### config.mk
export PLATFORM = sky130hd
export DESIGN_NAME = disjoint_subset_selector_core
export DESIGN_NICKNAME = d
export VERILOG_FILES = /design/src/rtl/dss_pkg.sv /design/src/rtl/disjoint_subset_selector_core.sv /design/src/rtl/dss_ctrl.sv /design/src/rtl/dss_datapath.sv
export SDC_FILE = /design/constraint.sdc
export NUM_CORES = 2
export LEC_CHECK = 0
export ABC_AREA = 1
export BUFFER_PORTS_ARGS = -buffer_cell sky130_fd_sc_hd__buf_2
export CORE_MARGIN = 4
export CORE_UTILIZATION = 39
export DETAILED_ROUTE_END_ITERATION = 16
export HOLD_SLACK_MARGIN = 0.08
export PLACE_DENSITY = 0.56
export SLEW_MARGIN = 10
export SYNTH_ARGS = -nofsm -noshare
export SYNTH_HDL_FRONTEND = slang
export SYNTH_SLANG_ARGS = --single-unit
export TNS_END_PERCENT = 10
### constraint.sdc
create_clock -name aclk -period 14.35 [get_ports aclk]
set_input_delay 0 -clock aclk [delete_from_list [all_inputs] [get_ports aclk]]
set_output_delay 0 -clock aclk [all_outputs]
set_load 0.03 [all_outputs]
### src/rtl/dss_pkg.sv
`default_nettype none
package dss_pkg;

    localparam int MAX_ITEMS = 16;
    localparam int IDX_W     = $clog2(MAX_ITEMS);
    localparam int CNT_W     = IDX_W + 1;
    localparam int MASK_W    = 32;
    localparam int WT_W      = 4;
    localparam int MET_W     = 16;
    localparam int WSUM_W    = 8;
    localparam int MSUM_W    = 20;
    localparam int PADDR_W   = 3;
    localparam int PDATA_W   = 32;

    localparam logic REG_PREFER_WEIGHT = 1'b0;
    localparam logic REG_PREFER_METRIC = 1'b1;

    typedef struct packed {
        logic load;
        logic init;
        logic step;
        logic visit;
        logic emit;
        logic finish;
    } dss_cmd_t;

    typedef struct packed {
        logic scan_end;
        logic depth_zero;
        logic fits;
        logic out_free;
        logic emit_last;
    } dss_status_t;

endpackage
`default_nettype wire

### src/rtl/disjoint_subset_selector_core.sv
// Disjoint subset selector.
// Input channel s_*: one transfer per item (s_item_valid=1) or a bare end
// marker (s_item_valid=0). Up to 16 items are stored, one per cycle while
// s_ready is high; later ones are dropped and reported through m_overflowed.
// A transfer with s_last_item starts an exhaustive depth-first search over
// all subsets with pairwise disjoint masks, ranked by size, then weight sum
// (prefer_weight), then metric sum (low-metric preference), ties to the
// smallest index tuple. The search scans the candidates in index order, visits
// each subset it forms and backtracks at the end of each scan.
// Result channel m_*: selected positions, highest first, each one transfer,
// the last flagged by m_last_result; an empty choice gives one transfer with
// m_none_selected. Results are held in an output register; a stall on m_ready
// holds the emitter, and s_ready stays low from the end item until the last
// result is registered.
// Configuration over APB: register 0 at 0x0, register 1 at 0x4, bit 0 each.
// Reset (aresetn low, synchronous) clears the item count, flags and registers.
`default_nettype none
module disjoint_subset_selector_core (
    input  wire                          aclk,
    input  wire                          aresetn,
    input  wire                          psel,
    input  wire                          penable,
    input  wire                          pwrite,
    input  wire [dss_pkg::PADDR_W-1:0]   paddr,
    input  wire [dss_pkg::PDATA_W-1:0]   pwdata,
    output logic [dss_pkg::PDATA_W-1:0]  prdata,
    output logic                         pready,
    input  wire                          s_valid,
    output logic                         s_ready,
    input  wire                          s_item_valid,
    input  wire [dss_pkg::MASK_W-1:0]    s_item_mask,
    input  wire [dss_pkg::WT_W-1:0]      s_item_weight,
    input  wire [dss_pkg::MET_W-1:0]     s_item_metric,
    input  wire                          s_last_item,
    output logic                         m_valid,
    input  wire                          m_ready,
    output logic [dss_pkg::IDX_W-1:0]    m_item_index,
    output logic                         m_none_selected,
    output logic                         m_overflowed,
    output logic                         m_last_result
);

    dss_pkg::dss_cmd_t    cmd;
    dss_pkg::dss_status_t status;
    logic                 prefer_weight_reg;
    logic                 prefer_metric_reg;
    logic                 wr_en;

    assign pready = 1'b1;
    assign wr_en  = psel && penable && pwrite;

    always_ff @(posedge aclk) begin
        if (!aresetn) begin
            prefer_weight_reg <= 1'b0;
            prefer_metric_reg <= 1'b0;
        end else if (wr_en) begin
            if (paddr[2] == dss_pkg::REG_PREFER_WEIGHT) begin
                prefer_weight_reg <= pwdata[0];
            end else begin
                prefer_metric_reg <= pwdata[0];
            end
        end
    end

    always_comb begin
        prdata = '0;
        if (paddr[2] == dss_pkg::REG_PREFER_WEIGHT) begin
            prdata[0] = prefer_weight_reg;
        end else begin
            prdata[0] = prefer_metric_reg;
        end
    end

    dss_ctrl u_ctrl (
        .aclk        (aclk),
        .aresetn     (aresetn),
        .s_valid     (s_valid),
        .s_last_item (s_last_item),
        .s_ready     (s_ready),
        .status      (status),
        .cmd         (cmd)
    );

    dss_datapath u_datapath (
        .aclk                (aclk),
        .aresetn             (aresetn),
        .cmd                 (cmd),
        .status              (status),
        .prefer_weight       (prefer_weight_reg),
        .prefer_low_metric   (prefer_metric_reg),
        .s_item_valid        (s_item_valid),
        .s_item_mask         (s_item_mask),
        .s_item_weight       (s_item_weight),
        .s_item_metric       (s_item_metric),
        .m_valid             (m_valid),
        .m_ready             (m_ready),
        .m_item_index        (m_item_index),
        .m_none_selected     (m_none_selected),
        .m_overflowed        (m_overflowed),
        .m_last_result       (m_last_result)
    );

endmodule
`default_nettype wire

### src/rtl/dss_ctrl.sv
`default_nettype none
module dss_ctrl (
    input  wire                 aclk,
    input  wire                 aresetn,
    input  wire                 s_valid,
    input  wire                 s_last_item,
    output logic                s_ready,
    input  dss_pkg::dss_status_t status,
    output dss_pkg::dss_cmd_t   cmd
);

    typedef enum logic [2:0] {
        ST_LOAD,
        ST_INIT,
        ST_SCAN,
        ST_VISIT,
        ST_EMIT
    } state_t;

    state_t state_reg;
    state_t state_next;
    logic   accept;

    assign s_ready = (state_reg == ST_LOAD);
    assign accept  = s_valid && s_ready;

    always_comb begin
        cmd        = '0;
        state_next = state_reg;
        unique case (state_reg)
            ST_LOAD: begin
                cmd.load = accept;
                if (accept && s_last_item) begin
                    state_next = ST_INIT;
                end
            end
            ST_INIT: begin
                cmd.init   = 1'b1;
                state_next = ST_SCAN;
            end
            ST_SCAN: begin
                if (status.scan_end && status.depth_zero) begin
                    state_next = ST_EMIT;
                end else begin
                    cmd.step = 1'b1;
                    if (!status.scan_end && status.fits) begin
                        state_next = ST_VISIT;
                    end
                end
            end
            ST_VISIT: begin
                cmd.visit  = 1'b1;
                state_next = ST_SCAN;
            end
            ST_EMIT: begin
                if (status.out_free) begin
                    cmd.emit = 1'b1;
                    if (status.emit_last) begin
                        cmd.finish = 1'b1;
                        state_next = ST_LOAD;
                    end
                end
            end
            default: state_next = ST_LOAD;
        endcase
    end

    always_ff @(posedge aclk) begin
        if (!aresetn) begin
            state_reg <= ST_LOAD;
        end else begin
            state_reg <= state_next;
        end
    end

endmodule
`default_nettype wire

### src/rtl/dss_datapath.sv
`default_nettype none
module dss_datapath (
    input  wire                                aclk,
    input  wire                                aresetn,
    input  dss_pkg::dss_cmd_t                  cmd,
    output dss_pkg::dss_status_t               status,
    input  wire                                prefer_weight,
    input  wire                                prefer_low_metric,
    input  wire                                s_item_valid,
    input  wire [dss_pkg::MASK_W-1:0]          s_item_mask,
    input  wire [dss_pkg::WT_W-1:0]            s_item_weight,
    input  wire [dss_pkg::MET_W-1:0]           s_item_metric,
    output logic                               m_valid,
    input  wire                                m_ready,
    output logic [dss_pkg::IDX_W-1:0]          m_item_index,
    output logic                               m_none_selected,
    output logic                               m_overflowed,
    output logic                               m_last_result
);

    localparam int N = dss_pkg::MAX_ITEMS;

    logic [dss_pkg::MASK_W-1:0] mask_mem [N];
    logic [dss_pkg::WT_W-1:0]   wt_mem   [N];
    logic [dss_pkg::MET_W-1:0]  met_mem  [N];

    logic [dss_pkg::MASK_W-1:0] stk_used [N];
    logic [dss_pkg::WSUM_W-1:0] stk_w    [N];
    logic [dss_pkg::MSUM_W-1:0] stk_m    [N];
    logic [dss_pkg::IDX_W-1:0]  stk_j    [N];

    logic [dss_pkg::CNT_W-1:0]  count_reg;
    logic                       drop_reg;
    logic [dss_pkg::CNT_W-1:0]  d_reg;
    logic [dss_pkg::CNT_W-1:0]  j_reg;
    logic [N-1:0]               trial_reg;
    logic [dss_pkg::MASK_W-1:0] used_reg;
    logic [dss_pkg::WSUM_W-1:0] w_reg;
    logic [dss_pkg::MSUM_W-1:0] m_reg;
    logic [N-1:0]               best_reg;
    logic [dss_pkg::CNT_W-1:0]  bsize_reg;
    logic [dss_pkg::WSUM_W-1:0] bw_reg;
    logic [dss_pkg::MSUM_W-1:0] bm_reg;

    logic                       m_valid_reg;
    logic [dss_pkg::IDX_W-1:0]  idx_reg;
    logic                       none_reg;
    logic                       ovf_reg;
    logic                       last_reg;

    logic [dss_pkg::IDX_W-1:0]  jx;
    logic [dss_pkg::IDX_W-1:0]  dx;
    logic [dss_pkg::IDX_W-1:0]  top_idx;
    logic [dss_pkg::IDX_W-1:0]  pop_j;
    logic                       beats;

    assign jx    = j_reg[dss_pkg::IDX_W-1:0];
    assign dx    = d_reg[dss_pkg::IDX_W-1:0];
    assign pop_j = stk_j[dx - 1'b1];

    assign status.scan_end   = (j_reg >= count_reg);
    assign status.depth_zero = (d_reg == '0);
    assign status.fits       = ((used_reg & mask_mem[jx]) == '0);
    assign status.out_free   = !m_valid_reg || m_ready;
    assign status.emit_last  = ((best_reg & (best_reg - 1'b1)) == '0);

    always_comb begin
        top_idx = '0;
        for (int k = 0; k < N; k++) begin
            if (best_reg[k]) begin
                top_idx = dss_pkg::IDX_W'(k);
            end
        end
    end

    always_comb begin
        if (d_reg != bsize_reg) begin
            beats = (d_reg > bsize_reg);
        end else if (prefer_weight && (w_reg != bw_reg)) begin
            beats = (w_reg > bw_reg);
        end else if (prefer_low_metric) begin
            beats = (m_reg < bm_reg);
        end else begin
            beats = 1'b0;
        end
    end

    always_ff @(posedge aclk) begin
        if (cmd.load && s_item_valid && (count_reg < dss_pkg::CNT_W'(N))) begin
            mask_mem[count_reg[dss_pkg::IDX_W-1:0]] <= s_item_mask;
            wt_mem[count_reg[dss_pkg::IDX_W-1:0]]   <= s_item_weight;
            met_mem[count_reg[dss_pkg::IDX_W-1:0]]  <= s_item_metric;
        end
        if (cmd.step && !status.scan_end && status.fits) begin
            stk_used[dx] <= used_reg;
            stk_w[dx]    <= w_reg;
            stk_m[dx]    <= m_reg;
            stk_j[dx]    <= jx;
        end
    end

    always_ff @(posedge aclk) begin
        if (!aresetn) begin
            count_reg   <= '0;
            drop_reg    <= 1'b0;
            d_reg       <= '0;
            j_reg       <= '0;
            trial_reg   <= '0;
            used_reg    <= '0;
            w_reg       <= '0;
            m_reg       <= '0;
            best_reg    <= '0;
            bsize_reg   <= '0;
            bw_reg      <= '0;
            bm_reg      <= '0;
            m_valid_reg <= 1'b0;
        end else begin
            if (cmd.load && s_item_valid) begin
                if (count_reg < dss_pkg::CNT_W'(N)) begin
                    count_reg <= count_reg + 1'b1;
                end else begin
                    drop_reg <= 1'b1;
                end
            end
            if (cmd.init) begin
                d_reg     <= '0;
                j_reg     <= '0;
                trial_reg <= '0;
                used_reg  <= '0;
                w_reg     <= '0;
                m_reg     <= '0;
                best_reg  <= '0;
                bsize_reg <= '0;
                bw_reg    <= '0;
                bm_reg    <= '0;
            end
            if (cmd.step) begin
                priority if (status.scan_end) begin
                    d_reg     <= d_reg - 1'b1;
                    used_reg  <= stk_used[dx - 1'b1];
                    w_reg     <= stk_w[dx - 1'b1];
                    m_reg     <= stk_m[dx - 1'b1];
                    trial_reg <= trial_reg & ~(N'(1) << pop_j);
                    j_reg     <= dss_pkg::CNT_W'(pop_j) + 1'b1;
                end else if (!status.fits) begin
                    j_reg <= j_reg + 1'b1;
                end else begin
                    d_reg     <= d_reg + 1'b1;
                    used_reg  <= used_reg | mask_mem[jx];
                    w_reg     <= w_reg + dss_pkg::WSUM_W'(wt_mem[jx]);
                    m_reg     <= m_reg + dss_pkg::MSUM_W'(met_mem[jx]);
                    trial_reg <= trial_reg | (N'(1) << jx);
                    j_reg     <= j_reg + 1'b1;
                end
            end
            if (cmd.visit && beats) begin
                best_reg  <= trial_reg;
                bsize_reg <= d_reg;
                bw_reg    <= w_reg;
                bm_reg    <= m_reg;
            end
            if (cmd.emit) begin
                m_valid_reg <= 1'b1;
                best_reg    <= best_reg & ~(N'(1) << top_idx);
            end else if (m_ready) begin
                m_valid_reg <= 1'b0;
            end
            if (cmd.finish) begin
                count_reg <= '0;
                drop_reg  <= 1'b0;
            end
        end
    end

    always_ff @(posedge aclk) begin
        if (cmd.emit) begin
            idx_reg  <= top_idx;
            none_reg <= (best_reg == '0);
            ovf_reg  <= drop_reg;
            last_reg <= status.emit_last;
        end
    end

    assign m_valid         = m_valid_reg;
    assign m_item_index    = idx_reg;
    assign m_none_selected = none_reg;
    assign m_overflowed    = ovf_reg;
    assign m_last_result   = last_reg;

    a_depth_le_count: assert property (@(posedge aclk) disable iff (!aresetn)
        d_reg <= count_reg)
        else $error("search depth beyond loaded count");

    a_trial_matches_depth: assert property (@(posedge aclk) disable iff (!aresetn)
        $countones(trial_reg) == int'(d_reg))
        else $error("trial subset size differs from depth");

    a_root_empty: assert property (@(posedge aclk) disable iff (!aresetn)
        (d_reg == '0) |-> (used_reg == '0 && w_reg == '0 && m_reg == '0))
        else $error("root of search carries resources");

endmodule
`default_nettype wire

==> out/results.ini <==
[critical_path]
r2r_cells=20
path_common_cell=nand2_1
critPathMaxStageDelay_ns=0.93
worst-r2r-setup-slack_ns=6.08
critical-path-top-delay-family=buffers and inverters
crit_buf_inv=6
crit_chain=inv_8, buf_4, buf_4, nand2_1, nand3_1, nand3_1, nand3_1, nand2_1, nand2_1, nand2_1, nor2_1, nand2_1, nor2_4, buf_4, nand3_2, nor2_2, nand2_1, nor2_4, buf_4, buf_4
rr_endpoint=u_datapath.stk_used[9][21]
cp.arrival_ns=8.73
worst_setup_path_end_kind=flop
worst_setup_path_start_kind=flop
worstSetupPathType=reg2reg
crit_slowest_cell=buf_4
worstPathMaxFanout=148
worstPathRequired_ns=14.81

[pwr]
swShare=0.214
power_density_nw_per_um2=127
power_leakage_nw=31.1
combPwrFrac=0.038
internal-power_mw=9.29
p_clk_frac=0.420
p_sw_mw=2.53
pwr-share-seq=0.542
ir_worst_vdd_mv=0.105

[floorplanning]
row_count=168
die_h_um=469
die_area_um2=220000
start_util=0.394
io_pins=138
die_w_um=469
core_area_um2=210000

[placement]
dp.cells=9588
port_buffers=72
gp_congestion=0.785
dp_hpwl_mm=116

[global_route]
grt_max_degree=209
top_usage_layer=met2
gr-usage-all-layers=0.206
use_met3=0.0309
grtUsageMet2=0.344
overflow=0
met1_usage=0.280
grt_pass1_vias=52876
antenna_found_initial=11
grt_pass1_wl_mm=341

[detailed_routing]
wl_per_cell_um=23.0
ant_nets=0
vias=55185
viasPerCell=5.49
drc=0
drt_iter0_drc=5751
drt-pass1-iter-count=6
wl_mm=231

[yosys]
ys_types=46
synth_edf_count=1863
synth_compound_area_frac=0.114
yosys.area_share.simple=0.123
syn_inst=7073
post_synth.cell_area_avg_um2=11.7
yosysSeqAreaShare=0.712
ys_seq_elements=2014
synth_ff_type=edfxtp_1
synth_area_um2=82800
yosys_warnings=0
async_flop_share=0
synthAdderAreaFrac=0.0105
synthMuxAreaShare=0
synth_xor_area_frac=0.00284
synth_top_family_by_area=simple AND/OR/NAND/NOR gates

[cells_and_area]
layout-drive-gt1-share=0.0699
fillCellCount=19103
stdcell_count=10060
area.growth.synth_to_final_pct=12.4
nNetsFinal=7252

[clocking]
clkTransAtPathRegs_ns=0.06
cts_buffers=198
cts.sinks=2014
h-tree-depth=4
clock_latency_ns=0.84
cts_root_buf=clkbuf_16
cts_buffer_depth=3
cts_tree=yes

[timing]
max_slew_margin=0.0900
finalSetupViolCount=0
fin_skew_ns=0.0318
hold_violations=0
worst_pin_slew_ns=1.36
tns_ns=0
drv_slew=0
fmax_mhz=121
period_needed_ns=8.27
grt_setup_unrepaired=false
post-route-period-util=0.576

[hold_path]
hold_class=in2reg
min_to=u_datapath.wt_mem[15][1]
min_path_cells=2
hold_path_startpoint=s_item_weight[1]

[status]
status=finished, final reports clean

[flow_run]
drv_cap=0

==> cell usage in the layout (no fill, tap or decap), drive strengths merged, types with 46 or more instances in the layout <==
cell | Yosys | final
clkbuf | 332 | 265
dfxtp | 151 | 151
buf | 157 | 169
inv | 272 | 276
ha | 66 | 66
a21oi | 226 | 226
o22ai | 183 | 183
o221ai | 157 | 157
nand3 | 374 | 374
o21ai | 964 | 964
nor2 | 1051 | 1051
edfxtp | 1863 | 1863
nand4 | 46 | 46
dlygate4sd3 | 0 | 105
clkinv | 3 | 81
nand2 | 1050 | 1050
o211ai | 111 | 111
==> per-layer routing <==
metal,wire (µm),vias up
met2,111000,1908
met3,15600,323
met1,98700,27502
li1,-,25450
met4,5890,2
met5,13,-
==> worst reg2reg max path: cells and delay by family (launching register included) <==
family	cells	cell delay [ns]
simple gates	14	2.74
flops	1	0.63
buf+inv	6	4.46
==> per-stage QoR <==
stage                     power, mW  setup slack, ns  utilization  hold WS, ns  area (µm²)
after floorplan                6.76             8.88            -       0.0989       83000
after global placement         6.94             6.21        0.408        0.290       85900
after detailed placement       6.95             6.27        0.408        0.287       85900
after CTS                      11.9             6.24        0.443       0.0831       93100
after global routing           12.2             5.78        0.443        0.132       93100
final                          11.8             6.08        0.443        0.161       93100
==> synthesized netlist by cell type, types with 2 or more instances <==
cell type,instances,area share
fa_1,2,0.00048
o221ai_1,157,0.017
or2_1,3,0.00023
conb_1,2,0.000091
inv_2,8,0.00036
o22ai_1,183,0.014
buf_2,86,0.0052
nand4_1,46,0.0035
nand3b_1,2,0.00018
buf_1,32,0.0015
a21o_1,2,0.00018
buf_4,38,0.0034
clkinv_1,3,0.00014
ha_1,66,0.010
a31oi_1,4,0.00030
nand3_1,373,0.023
edfxtp_1,1863,0.68
nor2_1,1048,0.047
dfxtp_1,151,0.036
clkbuf_1,332,0.015
nand2_1,1047,0.047
o21ai_0,953,0.058
a211oi_1,2,0.00018
xnor2_1,7,0.00074
xor2_1,18,0.0019
o21ai_1,11,0.00066
a21oi_1,226,0.014
o21bai_1,4,0.00036
inv_1,264,0.012
nor3_1,7,0.00042
o211ai_1,111,0.010
o21a_1,2,0.00018
nand2_2,2,0.00015
nor4_1,5,0.00038
nor2_4,2,0.00027
==> repair_timing <==
action / CTS / global route
resized for setup: 0 / 0
endpoints found under the hold margin: 902 / 0
buffers inserted: 0 / 0
hold buffers: 105 / 0
==> power by group through the flow <==
stage | Sequential (mW) | Clock (mW) | Combinational, mW
floorplan | 6.53 | 0 | 0.230
global placement | 6.53 | 0 | 0.416
detailed placement | 6.53 | 0 | 0.421
CTS | 6.41 | 5.06 | 0.447
global route | 6.40 | 5.30 | 0.483
finish | 6.41 | 4.97 | 0.448
==> final cells by class <==
class | instances | area (µm²) | share of cell area
diodes | 6 | 15.0 | 0.000161
clock buffers | 265 | 5420 | 0.0582
clock inverters | 96 | 728 | 0.00782
inverters | 275 | 1070 | 0.0115
multi-input cells | 4325 | 21200 | 0.227
flip-flops and latches | 2014 | 59000 | 0.633
well taps | 2805 | 3510 | 0.0377
repair buffers | 274 | 2210 | 0.0238
==> worst max-delay path by stage <==
stage / cells past startpoint / from / end / slack (ns)
global route: 20 / flop / u_datapath.stk_used[9][20] / 5.78
finish: 20 / flop / u_datapath.stk_used[9][21] / 6.08
CTS: 20 / flop / u_datapath.stk_m[9][5] / 6.24
global placement: 20 / flop / u_datapath.stk_used[9][24] / 6.21
detailed placement: 20 / flop / u_datapath.stk_used[9][28] / 6.27
floorplan: 13 / u_datapath.j_reg[0] / u_datapath.stk_j[10][0] / 8.88
==> cell families after synthesis <==
logic type,after synthesis
AOI/OAI and AO/OA,1660
xor gates and xnor gates,26
adders and majority gates,68
buffers and inverters,764
DFF,2014
other,2
and+or+nand+nor,2539
Note: power is estimated with default switching activity, not from simulation.
